**src/rtl/core/lbfg_pkg.sv**
```systemverilog
`default_nettype none

package lbfg_pkg;

  // Field widths fixed by the register map and the result format.
  localparam int LOAD_W = 7;
  localparam int HIST_W = 8;
  localparam int DL_W   = 16;
  localparam int IDX_W  = 3;

  // Default widths of the time totals and frequency values.
  localparam int TIME_WIDTH_DEF = 32;
  localparam int FREQ_WIDTH_DEF = 32;

  // Percent scale used by the load and downscale arithmetic.
  localparam logic [LOAD_W-1:0] PCT_FULL = 7'd100;

  // The divide by 100 of the scaled frequency takes one 16-bit digit per step.
  // Every partial dividend stays below 100 * 2^16, where
  // floor(x / 100) equals (x * SCALE_RECIP) >> SCALE_SHIFT exactly.
  localparam int DIG_W       = 16;
  localparam int PART_W      = LOAD_W + DIG_W;
  localparam int RECIP_W     = 24;
  localparam int RPRD_W      = PART_W + RECIP_W;
  localparam int SCALE_SHIFT = 30;
  localparam logic [RECIP_W-1:0] SCALE_RECIP = 24'd10737419;

  // Register indexes.
  localparam logic [IDX_W-1:0] REG_UP_THR   = 3'd0;
  localparam logic [IDX_W-1:0] REG_DOWN_THR = 3'd1;
  localparam logic [IDX_W-1:0] REG_HISTORY  = 3'd2;
  localparam logic [IDX_W-1:0] REG_DEADLINE = 3'd3;
  localparam logic [IDX_W-1:0] REG_MAX_FREQ = 3'd4;

  // Register reset values.
  localparam logic [LOAD_W-1:0] UP_THR_RST   = 7'd80;
  localparam logic [LOAD_W-1:0] DOWN_THR_RST = 7'd30;
  localparam logic [HIST_W-1:0] HISTORY_RST  = 8'd5;
  localparam logic [DL_W-1:0]   DEADLINE_RST = 16'd16;

  // Commands from the controller to the datapath.
  typedef struct packed {
    logic latch_in;
    logic delta;
    logic prep;
    logic div_step;
    logic decide;
    logic mul;
    logic scale_step;
    logic load_out;
  } lbfg_cmd_t;

  // Status from the datapath to the controller.
  typedef struct packed {
    logic first_pending;
    logic zero_sum;
    logic down_req;
  } lbfg_sts_t;

endpackage

`default_nettype wire

```
**src/rtl/core/lbfg_datapath.sv**
```systemverilog
`default_nettype none

module lbfg_datapath import lbfg_pkg::*; #(
  parameter int TIME_WIDTH = TIME_WIDTH_DEF,
  parameter int FREQ_WIDTH = FREQ_WIDTH_DEF,
  parameter int CFG_W      = (FREQ_WIDTH > DL_W) ? FREQ_WIDTH : DL_W
) (
  input  wire logic                  clk,
  input  wire logic                  rst_n,
  input  wire lbfg_cmd_t             cmd,
  output lbfg_sts_t                  sts,
  input  wire logic                  cfg_we,
  input  wire logic [IDX_W-1:0]      cfg_index,
  input  wire logic [CFG_W-1:0]      cfg_wdata,
  input  wire logic [TIME_WIDTH-1:0] in_total_active,
  input  wire logic [TIME_WIDTH-1:0] in_total_idle,
  input  wire logic [FREQ_WIDTH-1:0] in_current_freq,
  output logic                       out_request_valid,
  output logic [FREQ_WIDTH-1:0]      out_requested_freq,
  output logic [LOAD_W-1:0]          out_load_percent
);

  localparam int NUM_W = TIME_WIDTH + LOAD_W;
  localparam int PRD_W = FREQ_WIDTH + LOAD_W;
  localparam int N_DIG = (PRD_W + DIG_W - 1) / DIG_W;
  localparam int PAD_W = N_DIG * DIG_W;
  localparam int CMP_W = (TIME_WIDTH > DL_W) ? TIME_WIDTH : DL_W;

  // Configuration registers.
  logic [LOAD_W-1:0]     up_thr_r;
  logic [LOAD_W-1:0]     down_thr_r;
  logic [HIST_W-1:0]     history_r;
  logic [DL_W-1:0]       deadline_r;
  logic [FREQ_WIDTH-1:0] max_freq_r;

  // Governor state.
  logic                  first_r;
  logic [TIME_WIDTH-1:0] prev_act_r;
  logic [TIME_WIDTH-1:0] prev_idle_r;
  logic [HIST_W-1:0]     low_count_r;
  logic [LOAD_W-1:0]     load_value_r;

  // Working registers of the current item.
  logic [TIME_WIDTH-1:0] act_r;
  logic [TIME_WIDTH-1:0] idle_r;
  logic [FREQ_WIDTH-1:0] cur_r;
  logic [TIME_WIDTH-1:0] da_r;
  logic [TIME_WIDTH-1:0] di_r;
  logic [NUM_W-1:0]      rem_r;
  logic [NUM_W-1:0]      dv_r;
  logic [LOAD_W-1:0]     q_r;
  logic [PAD_W-1:0]      prod_r;
  logic [LOAD_W-1:0]     srem_r;
  logic                  req_r;
  logic                  down_r;

  // Output payload registers.
  logic                  out_req_r;
  logic [FREQ_WIDTH-1:0] out_freq_r;
  logic [LOAD_W-1:0]     out_load_r;

  // Load numerator 100 * active and the shifted divisor (active + idle) * 64.
  logic [NUM_W-1:0]      da_ext;
  logic [NUM_W-1:0]      num_100;
  logic [TIME_WIDTH:0]   sum_w;

  // Decision terms.
  logic                  dl_hit;
  logic [LOAD_W-1:0]     load_eff;
  logic [HIST_W-1:0]     lc_eff;
  logic                  up_hit;
  logic                  low_hit;
  logic                  down_now;
  logic [HIST_W-1:0]     lc_next;

  // Division steps.
  logic                  div_ge;
  logic [PART_W-1:0]     s_part;
  logic [RPRD_W-1:0]     s_recip;
  logic [DIG_W-1:0]      s_qdig;
  logic [PART_W-1:0]     s_back;

  always_comb begin
    da_ext  = {{LOAD_W{1'b0}}, da_r};
    num_100 = (da_ext << 6) + (da_ext << 5) + (da_ext << 2);
    sum_w   = {1'b0, da_r} + {1'b0, di_r};
  end

  // Decide on a request from the fresh load figure.
  always_comb begin
    dl_hit   = CMP_W'(da_r) > CMP_W'(deadline_r);
    load_eff = sts.zero_sum ? load_value_r : q_r;
    lc_eff   = dl_hit ? '0 : low_count_r;
    up_hit   = load_eff >= up_thr_r;
    low_hit  = load_eff <= down_thr_r;
    down_now = !up_hit && low_hit && (lc_eff == history_r);
    if (up_hit || !low_hit || down_now) begin
      lc_next = '0;
    end else begin
      lc_next = lc_eff + 1'b1;
    end
  end

  // One quotient bit per step for the load; one 16-bit quotient digit per
  // step for the divide by 100, formed by reciprocal multiplication.
  always_comb begin
    div_ge  = rem_r >= dv_r;
    s_part  = {srem_r, prod_r[PAD_W-1 -: DIG_W]};
    s_recip = RPRD_W'(s_part) * RPRD_W'(SCALE_RECIP);
    s_qdig  = s_recip[SCALE_SHIFT +: DIG_W];
    s_back  = s_part - PART_W'(s_qdig) * PART_W'(PCT_FULL);
  end

  always_comb begin
    sts.first_pending = first_r;
    sts.zero_sum      = (da_r == '0) && (di_r == '0);
    sts.down_req      = down_now;
  end

  // Configuration and governor state.
  always_ff @(posedge clk) begin
    if (!rst_n) begin
      up_thr_r     <= UP_THR_RST;
      down_thr_r   <= DOWN_THR_RST;
      history_r    <= HISTORY_RST;
      deadline_r   <= DEADLINE_RST;
      max_freq_r   <= '1;
      first_r      <= 1'b1;
      prev_act_r   <= '0;
      prev_idle_r  <= '0;
      low_count_r  <= '0;
      load_value_r <= '0;
    end else begin
      if (cfg_we) begin
        unique case (cfg_index)
          REG_UP_THR: begin
            up_thr_r    <= cfg_wdata[LOAD_W-1:0];
            low_count_r <= '0;
          end
          REG_DOWN_THR: begin
            down_thr_r  <= cfg_wdata[LOAD_W-1:0];
            low_count_r <= '0;
          end
          REG_HISTORY: begin
            history_r   <= cfg_wdata[HIST_W-1:0];
            low_count_r <= '0;
          end
          REG_DEADLINE: deadline_r <= cfg_wdata[DL_W-1:0];
          REG_MAX_FREQ: max_freq_r <= cfg_wdata[FREQ_WIDTH-1:0];
          default: ;
        endcase
      end
      if (cmd.latch_in && first_r) begin
        first_r     <= 1'b0;
        prev_act_r  <= in_total_active;
        prev_idle_r <= in_total_idle;
      end
      if (cmd.delta) begin
        prev_act_r  <= act_r;
        prev_idle_r <= idle_r;
      end
      if (cmd.decide) begin
        load_value_r <= load_eff;
        low_count_r  <= lc_next;
      end
    end
  end

  // Working registers: deltas, load division and frequency scaling.
  always_ff @(posedge clk) begin
    if (cmd.latch_in) begin
      act_r  <= in_total_active;
      idle_r <= in_total_idle;
      cur_r  <= in_current_freq;
      req_r  <= 1'b0;
      down_r <= 1'b0;
    end
    if (cmd.delta) begin
      da_r <= act_r - prev_act_r;
      di_r <= idle_r - prev_idle_r;
    end
    if (cmd.prep) begin
      rem_r <= num_100;
      dv_r  <= {sum_w[NUM_W-7:0], 6'b0};
      q_r   <= '0;
    end
    if (cmd.div_step) begin
      if (div_ge) begin
        rem_r <= rem_r - dv_r;
      end
      dv_r <= dv_r >> 1;
      q_r  <= {q_r[LOAD_W-2:0], div_ge};
    end
    if (cmd.decide) begin
      req_r  <= dl_hit || up_hit || down_now;
      down_r <= down_now;
    end
    if (cmd.mul) begin
      prod_r <= PAD_W'(cur_r) * PAD_W'(load_value_r);
      srem_r <= '0;
    end
    if (cmd.scale_step) begin
      srem_r <= s_back[LOAD_W-1:0];
      prod_r <= (prod_r << DIG_W) | PAD_W'(s_qdig);
    end
    if (cmd.load_out) begin
      out_req_r  <= req_r;
      out_load_r <= load_value_r;
      if (down_r) begin
        out_freq_r <= prod_r[FREQ_WIDTH-1:0];
      end else if (req_r) begin
        out_freq_r <= max_freq_r;
      end else begin
        out_freq_r <= '0;
      end
    end
  end

  assign out_request_valid  = out_req_r;
  assign out_requested_freq = out_freq_r;
  assign out_load_percent   = out_load_r;

`ifndef SYNTHESIS
  // The held load figure never leaves the percent range.
  a_load_range: assert property (@(posedge clk) disable iff (!rst_n)
    $past(rst_n) |-> load_value_r <= PCT_FULL)
    else $error("load figure above 100 percent");

  // A loaded result without a request carries a zero frequency.
  a_no_req_zero: assert property (@(posedge clk) disable iff (!rst_n)
    $past(cmd.load_out) && !out_req_r |-> out_freq_r == '0)
    else $error("frequency set without a request");

  // A downscale is always reported as a request.
  a_down_is_req: assert property (@(posedge clk) disable iff (!rst_n)
    $past(cmd.decide) && down_r |-> req_r)
    else $error("downscale without request");
`endif

endmodule

`default_nettype wire

```
**src/rtl/core/lbfg_ctrl.sv**
```systemverilog
`default_nettype none

module lbfg_ctrl import lbfg_pkg::*; #(
  parameter int FREQ_WIDTH = FREQ_WIDTH_DEF
) (
  input  wire logic      clk,
  input  wire logic      rst_n,
  input  wire logic      in_valid,
  output logic           in_ready,
  output logic           out_valid,
  input  wire logic      out_ready,
  input  wire lbfg_sts_t sts,
  output lbfg_cmd_t      cmd
);

  localparam int PRD_W = FREQ_WIDTH + LOAD_W;
  localparam int N_DIG = (PRD_W + DIG_W - 1) / DIG_W;
  localparam int CNT_W = $clog2(PRD_W);

  typedef enum logic [2:0] {
    S_IDLE,
    S_DELTA,
    S_PREP,
    S_DIV,
    S_DECIDE,
    S_MUL,
    S_SCALE,
    S_RESULT
  } state_t;

  state_t             state_r;
  state_t             state_nxt;
  logic [CNT_W-1:0]   cnt_r;
  logic [CNT_W-1:0]   cnt_nxt;
  logic               out_valid_r;
  logic               out_valid_nxt;
  logic               in_acc;
  logic               out_free;

  assign in_acc   = in_valid && (state_r == S_IDLE);
  assign out_free = !out_valid_r || out_ready;

  // Sequencing of one item through the datapath.
  always_comb begin
    state_nxt     = state_r;
    cnt_nxt       = cnt_r;
    out_valid_nxt = out_valid_r && !out_ready;
    cmd           = '0;
    unique case (state_r)
      S_IDLE: begin
        if (in_valid) begin
          cmd.latch_in = 1'b1;
          state_nxt    = sts.first_pending ? S_RESULT : S_DELTA;
        end
      end
      S_DELTA: begin
        cmd.delta = 1'b1;
        state_nxt = S_PREP;
      end
      S_PREP: begin
        cmd.prep  = 1'b1;
        cnt_nxt   = CNT_W'(LOAD_W - 1);
        state_nxt = sts.zero_sum ? S_DECIDE : S_DIV;
      end
      S_DIV: begin
        cmd.div_step = 1'b1;
        cnt_nxt      = cnt_r - 1'b1;
        if (cnt_r == '0) begin
          state_nxt = S_DECIDE;
        end
      end
      S_DECIDE: begin
        cmd.decide = 1'b1;
        state_nxt  = sts.down_req ? S_MUL : S_RESULT;
      end
      S_MUL: begin
        cmd.mul   = 1'b1;
        cnt_nxt   = CNT_W'(N_DIG - 1);
        state_nxt = S_SCALE;
      end
      S_SCALE: begin
        cmd.scale_step = 1'b1;
        cnt_nxt        = cnt_r - 1'b1;
        if (cnt_r == '0) begin
          state_nxt = S_RESULT;
        end
      end
      S_RESULT: begin
        if (out_free) begin
          cmd.load_out  = 1'b1;
          out_valid_nxt = 1'b1;
          state_nxt     = S_IDLE;
        end
      end
      default: state_nxt = S_IDLE;
    endcase
  end

  // State, step counter and the result valid flag.
  always_ff @(posedge clk) begin
    if (!rst_n) begin
      state_r     <= S_IDLE;
      cnt_r       <= '0;
      out_valid_r <= 1'b0;
    end else begin
      state_r     <= state_nxt;
      cnt_r       <= cnt_nxt;
      out_valid_r <= out_valid_nxt;
    end
  end

  assign in_ready  = (state_r == S_IDLE);
  assign out_valid = out_valid_r;

`ifndef SYNTHESIS
  // An accepted item keeps the input closed in the next cycle.
  a_busy_after_acc: assert property (@(posedge clk) disable iff (!rst_n)
    in_acc |=> !in_ready)
    else $error("input reopened straight after an item");

  // A new result never overwrites one that is still waiting.
  a_no_overwrite: assert property (@(posedge clk) disable iff (!rst_n)
    cmd.load_out |-> (!out_valid_r || out_ready))
    else $error("waiting result overwritten");

  // The datapath is never driven by two step commands at once.
  a_one_step: assert property (@(posedge clk) disable iff (!rst_n)
    $onehot0({cmd.div_step, cmd.scale_step, cmd.mul, cmd.decide}))
    else $error("overlapping datapath commands");
`endif

endmodule

`default_nettype wire

```
**src/rtl/core/load_based_freq_governor.sv**
```systemverilog
`default_nettype none

// Load based frequency governor.
// Input channel (in_valid/in_ready): one item per frame-done event with the
// running active and idle totals and the frequency in use. Result channel
// (out_valid/out_ready): exactly one item per input item with the request
// flag, the requested frequency (zero without a request) and the load.
// Configuration: write cfg_wdata to register cfg_index while cfg_we is high,
// only while the block is idle. Registers 0..4: up threshold, down
// threshold, history size, deadline time and maximum frequency.
// Steps from acceptance to result valid: the first event after reset goes
// straight to the result, zero deltas skip the divider, an ordinary event
// runs the serial load divider, and a downscale adds the multiply and the
// divide by 100. The load comes from a 7-step serial divider and the scaled
// frequency from a divide by 100, one 16-bit digit per cycle. One item
// is worked on at a time; the next is taken in the cycle after the result loads.
// Reset is synchronous and active low; it restores the register defaults
// and makes the next event only latch the totals. A stalled receiver holds
// the result in the output register; the next item is still accepted and
// worked on, and waits for that register to free.
module load_based_freq_governor import lbfg_pkg::*; #(
  parameter int TIME_WIDTH = TIME_WIDTH_DEF,
  parameter int FREQ_WIDTH = FREQ_WIDTH_DEF,
  parameter int CFG_W      = (FREQ_WIDTH > DL_W) ? FREQ_WIDTH : DL_W
) (
  input  wire logic                  clk,
  input  wire logic                  rst_n,
  input  wire logic                  cfg_we,
  input  wire logic [IDX_W-1:0]      cfg_index,
  input  wire logic [CFG_W-1:0]      cfg_wdata,
  input  wire logic                  in_valid,
  output logic                       in_ready,
  input  wire logic [TIME_WIDTH-1:0] in_total_active,
  input  wire logic [TIME_WIDTH-1:0] in_total_idle,
  input  wire logic [FREQ_WIDTH-1:0] in_current_freq,
  output logic                       out_valid,
  input  wire logic                  out_ready,
  output logic                       out_request_valid,
  output logic [FREQ_WIDTH-1:0]      out_requested_freq,
  output logic [LOAD_W-1:0]          out_load_percent
);

  lbfg_cmd_t cmd;
  lbfg_sts_t sts;

  // Sequencer.
  lbfg_ctrl #(
    .FREQ_WIDTH (FREQ_WIDTH)
  ) u_ctrl (
    .clk       (clk),
    .rst_n     (rst_n),
    .in_valid  (in_valid),
    .in_ready  (in_ready),
    .out_valid (out_valid),
    .out_ready (out_ready),
    .sts       (sts),
    .cmd       (cmd)
  );

  // Arithmetic, state and registers.
  lbfg_datapath #(
    .TIME_WIDTH (TIME_WIDTH),
    .FREQ_WIDTH (FREQ_WIDTH),
    .CFG_W      (CFG_W)
  ) u_datapath (
    .clk                (clk),
    .rst_n              (rst_n),
    .cmd                (cmd),
    .sts                (sts),
    .cfg_we             (cfg_we),
    .cfg_index          (cfg_index),
    .cfg_wdata          (cfg_wdata),
    .in_total_active    (in_total_active),
    .in_total_idle      (in_total_idle),
    .in_current_freq    (in_current_freq),
    .out_request_valid  (out_request_valid),
    .out_requested_freq (out_requested_freq),
    .out_load_percent   (out_load_percent)
  );

endmodule

`default_nettype wire

```
**config.mk**
```make
export PLATFORM = sky130hd
export DESIGN_NAME = load_based_freq_governor
export DESIGN_NICKNAME = d
export VERILOG_FILES = /design/src/rtl/core/lbfg_pkg.sv /design/src/rtl/core/lbfg_datapath.sv /design/src/rtl/core/lbfg_ctrl.sv /design/src/rtl/core/load_based_freq_governor.sv
export SDC_FILE = /design/constraint.sdc
export NUM_CORES = 2
export LEC_CHECK = 0
export ABC_AREA = 1
export CORE_AREA = 5 5 312 314
export DETAILED_ROUTE_END_ITERATION = 6
export DIE_AREA = 0 0 317 319
export DONT_BUFFER_PORTS = 1
export PLACE_DENSITY = 0.66
export SETUP_SLACK_MARGIN = 0.2
export SYNTH_ARGS = -nofsm -noshare
export SYNTH_HDL_FRONTEND = slang
export SYNTH_HIERARCHICAL = 1
export SYNTH_SLANG_ARGS = --single-unit
```
**constraint.sdc**
```tcl
create_clock -name clk -period 38.8 [get_ports clk]
set_input_delay 7.76 -clock clk [delete_from_list [all_inputs] [get_ports clk]]
set_output_delay 7.76 -clock clk [all_outputs]
set_load 0.01 [all_outputs]
```
After elaboration in Yosys (flattened, before gate mapping):

Index checks and enable logic that the tools add are counted.

* mux-type cells: 47
* $add $sub $neg: 9
* order comparisons: 4
* $mul: 3
* equal/unequal tests: 16
* bitwise operators: 1
* reduce and logical (&&, ||, !) cells: 35

Operators by type and width (number)
* $mux 32: 6
* $mux 39: 3
* $mux 48: 2
* $mux 38: 2
* $logic_not 32->1: 2
* $sub 32x32->32: 2
* $or 48x16->48: 1
* $mul 23x24->46 const B: 1
* $mux 8: 5
* $add 38x37->39: 1
* $add 39x34->39: 1
* $ge 39x39->1: 1
* $mul 32x7->39: 1
* $sub 39x39->39: 1
* $mux 7: 5
* $add 32x32->33: 1
* $gt 32x16->1: 1
* $pmux 3 s8: 1
* $mux 3: 6
* $pmux 6 s3: 1
* $mul 16x5->5 const B: 1
* $eq 3x3->1 const B: 5
* $mux 1: 15
* $eq 3x2->1 const B: 4
* other kinds (21): 46

* input bits: 136
* output and inout port bits: 42
* word-level logic and storage cells: 144
* flip-flop bits (word level): 502

Depth between registers and ports, before layout:

* depth in word-level cells: 10
* gate-level depth with buffers: 33
* depth with buffers taken out: 33

Modules after synthesis:

The synthesis kept the hierarchy.

By module, submodules not included
* lbfg_datapath: area an instance 46065.4 sq um, cells each 5599, times used 1
* lbfg_ctrl: area an instance 699.4 sq um, cells each 114, times used 1

Worst setup path before layout:

Ideal clock, no wire load.

* kind: in2reg
* start point: input in_valid
* end point: register u_datapath.prev_act_r[25]
* arrival: 18523 ps
* path slack: 20207 ps
* stages on the path: 10
* library setup time: 70 ps
* buffers on the path: 2
* path through: inv_1 -> nor4_1 -> nand2_1 -> inv_1 -> nor2_1 -> inv_1 -> clkbuf_1 -> clkbuf_1 -> o21ai_0 -> a21oi_1

RTL lines
* start: declaration: RTL line load_based_freq_governor.sv:31 `input wire logic in_valid,`
* end signal: assignment: RTL line lbfg_datapath.sv:155 `prev_act_r <= in_total_active;`
* end signal: assignment: RTL line lbfg_datapath.sv:159 `prev_act_r <= act_r;`
* end: declaration: RTL line lbfg_datapath.sv:38 `logic [TIME_WIDTH-1:0] prev_act_r;`

==> out/metrics.csv <==
metric,value,unit
Max Cap Violations,0,
Syn Inst Count,5713,
PortBufs,0,
fin crit share,24.8,%
Die Area,101000,µm²
# DRC,1,
die height,319,µm
Synth Area per Inst,8.19,µm²
vias in the first global route,36700,
status,"finished, violations left",
"Req. time, crit path",39400,ps
layout cells sized above 1,3.80,%
DRT iter0 DRCs,3205,
sequential cell area,13100,µm²
synthesized area,46800,µm²
Slew headroom,18.2,%
"FF+latch count, synth",502,
first-pass GRT wire length,204000,µm
FP Rows,113,
# resized after CTS,0,
TritonCTS Buffers,56,
io pins,178,
pins over their slew limit,0,
DRT Pass-1 Iters,7,
clk sinks,502,
top_reg_cell synth,edfxtp_1,
Fillers,9112,
Die W,317,µm
final net count,6688,
multi-input logic area,29000,µm²
vias per cell,5.42,
CTS max path bufs,3,
Skew-Pair Late Insertion Delay,670,ps
Ys Warns,6,
post-route ant nets,0,
HPWL after DPL,103000,µm
Post-synth ARST share,0,%
CTS Root Cell,clkbuf_16,
Total Wirelength,129000,µm
critical path class,input port to register,
via count,37800,
Least-Margin Pin Slew,1230,ps
CTS Hold Bufs,0,
H-tree Lvls,2,
Synthesized Nets,6741,
total track usage,25.3,%
Routed WL per cell,18.6,µm
CTS tree,done,
Period minus WS final,9640,ps
worst hold path type,register to register,
startpoint type of the worst setup path,input port,
crit path capture type,register,
initial antenna violation count,3,
Post-synth EDFFs,302,
register area share after synthesis,28.0,%
largest net degree at the start of global routing,144,
Final setup viols,0,
Initial Utilization,49.6,%
CP Data Arrival Time,10230,ps
failing checks,DRC,
skew final,53.3,ps
Routability Congestion,0.935,
"CTS clk-pin slew, worst paths",60,ps
worst-path fanout max,108,
setup TNS,0,ps
grt total ovfl,0,
unrepaired setup endpoints after global routing,no,
Max Fclk,104,MHz
final hold violations,0,
Area Growth Syn to Fin,6.64,%
Core ar.,94300,µm²
post-CTS repair timing setup buffer count,0,
number of distinct library cells after synthesis,66,
[state kept, by name, summed over array words and instances, names as in the netlist, 6 cells and up]
register	cells
u_datapath/prod_r	48
u_datapath/dv_r	39
u_datapath/rem_r	39
u_datapath/act_r	32
u_datapath/cur_r	32
u_datapath/da_r	32
u_datapath/di_r	32
u_datapath/idle_r	32
u_datapath/max_freq_r	32
u_datapath/out_requested_freq	32
u_datapath/prev_act_r	32
u_datapath/prev_idle_r	32
u_datapath/deadline_r	16
u_datapath/history_r	8
u_datapath/low_count_r	8
u_datapath/down_thr_r	7
u_datapath/load_value_r	7
u_datapath/out_load_percent	7
u_datapath/q_r	7
u_datapath/srem_r	7
u_datapath/up_thr_r	7
u_ctrl/cnt_r	6
[cells by family (layout without fill, tap and decap cells)]
family | Yosys count | in the layout | share of synthesized area, %
AOI/OAI and AO/OA | 1089 | 1089 | 12.9
xor gates and xnor gates | 129 | 129 | 2.42
adders and majority gates | 892 | 892 | 29.9
buffers and inverters | 1228 | 1223 | 10.0
DFF | 502 | 502 | 28.0
muxes | 1 | 1 | 0.0214
other | 0 | 1 | 0
and+or+nand+nor | 1872 | 1872 | 16.8
[routing by layer]
layer / track usage, % / part of all wire, % / routed length [µm]
met2: 39.2 / 44 / 56700
met5: 0 / 0.010 / 13
met3: 4.72 / 7.8 / 10200
met1: 37.7 / 47 / 60300
met4: 4.35 / 1.7 / 2230
[stage by stage]
step	util, %	std cells	hold slack (ps)	area [µm²]	worst slack [ps]
global route	52.9	6973	492	49900	28860
floorplan	-	5713	406	46800	20210
CTS	52.9	6973	464	49900	29230
detailed placement	50.9	6867	452	48000	28530
finish	52.9	6974	470	49900	29160
global placement	50.9	6867	449	48000	28590
[cell usage in the layout (no fill, tap or decap), types with 6 or more instances in the layout]
master and instances:
edfxtp_1 302, a21boi_0 6, a21o_1 35, fa_1 374
o221ai_1 8, buf_4 23, xnor2_1 44, clkbuf_8 6
clkinv_2 10, clkbuf_1 10, o21ai_1 39, o21a_1 22
nor4_1 19, xor2_1 85, clkbuf_16 56, or2_2 40
o21ai_0 338, o21bai_1 21, o21ai_2 10, a31oi_1 63
o211ai_1 29, nor3_1 40, nand4_1 47, inv_1 1082
dfxtp_1 199, a21oi_1 483, inv_2 8, nand2_1 1056
nand3b_1 11, nand2_2 9, nor2_1 369, ha_1 518
nand3_1 251
[worst paths after layout]
path	end	slack [ps]	start	depth (start not counted)
max	u_datapath/prev_idle_r[7]$_SDFFE_PN0P_	29160	in_valid	10
min reg2reg	u_datapath/deadline_r[5]$_SDFFE_PN0P_	470	u_datapath/deadline_r[5]$_SDFFE_PN0P_	2
max reg2reg	u_datapath/srem_r[6]$_SDFFCE_PN0P_	30980	u_datapath/prod_r[37]$_DFFE_PP_	29
min	u_datapath/deadline_r[5]$_SDFFE_PN0P_	470	u_datapath/deadline_r[5]$_SDFFE_PN0P_	2
[worst max-delay path, stage by stage]
cell	delay [ps]
inv_1	30
nor4_2	240
buf_4	540
nand2_1	140
inv_1	80
nor2_1	50
clkinv_2	220
buf_4	730
o21ai_0	190
a21oi_1	150
[final cells by class]
class,count,area share (%)
tap,1265,3.17
inverter,1094,8.26
multi-input combinational,3983,58.2
antenna,1,0.00502
clock buffer,72,3.05
clock inverter,34,0.753
timing repair buffer,23,0.346
sequential,502,26.2
[synth_stat cells (5+ instances only)]
| cell type | instances | area share [%] |
|---|---|---|
| o21ai_1 | 39 | 0.42 |
| edfxtp_1 | 302 | 19 |
| inv_2 | 8 | 0.064 |
| fa_1 | 374 | 16 |
| nand2_1 | 1057 | 8.5 |
| nand2_2 | 8 | 0.11 |
| nor2_1 | 372 | 3.0 |
| a21oi_1 | 483 | 5.2 |
| nor3_1 | 40 | 0.43 |
| xor2_1 | 85 | 1.6 |
| ha_1 | 518 | 14 |
| and3_1 | 5 | 0.067 |
| o221ai_1 | 8 | 0.15 |
| dfxtp_1 | 200 | 8.6 |
| buf_6 | 6 | 0.14 |
| buf_1 | 10 | 0.080 |
| a21o_1 | 35 | 0.56 |
| a211oi_1 | 5 | 0.080 |
| inv_1 | 1083 | 8.7 |
| nand4_1 | 47 | 0.63 |
| buf_4 | 5 | 0.080 |
| a21boi_0 | 6 | 0.096 |
| a31oi_1 | 63 | 0.84 |
| xnor2_1 | 44 | 0.82 |
| or2_2 | 40 | 0.54 |
| o21ai_0 | 338 | 3.6 |
| nand3b_1 | 11 | 0.18 |
| nor4_1 | 20 | 0.27 |
| clkbuf_1 | 111 | 0.89 |
| o21a_1 | 22 | 0.35 |
| o211ai_1 | 29 | 0.47 |
| o21ai_2 | 10 | 0.19 |
| nand3_1 | 251 | 2.7 |
| o21bai_1 | 21 | 0.34 |
Power is left out: the tool's default activity adds up to more than one toggle a clock period on the data nets, which glitch-free logic cannot reach.
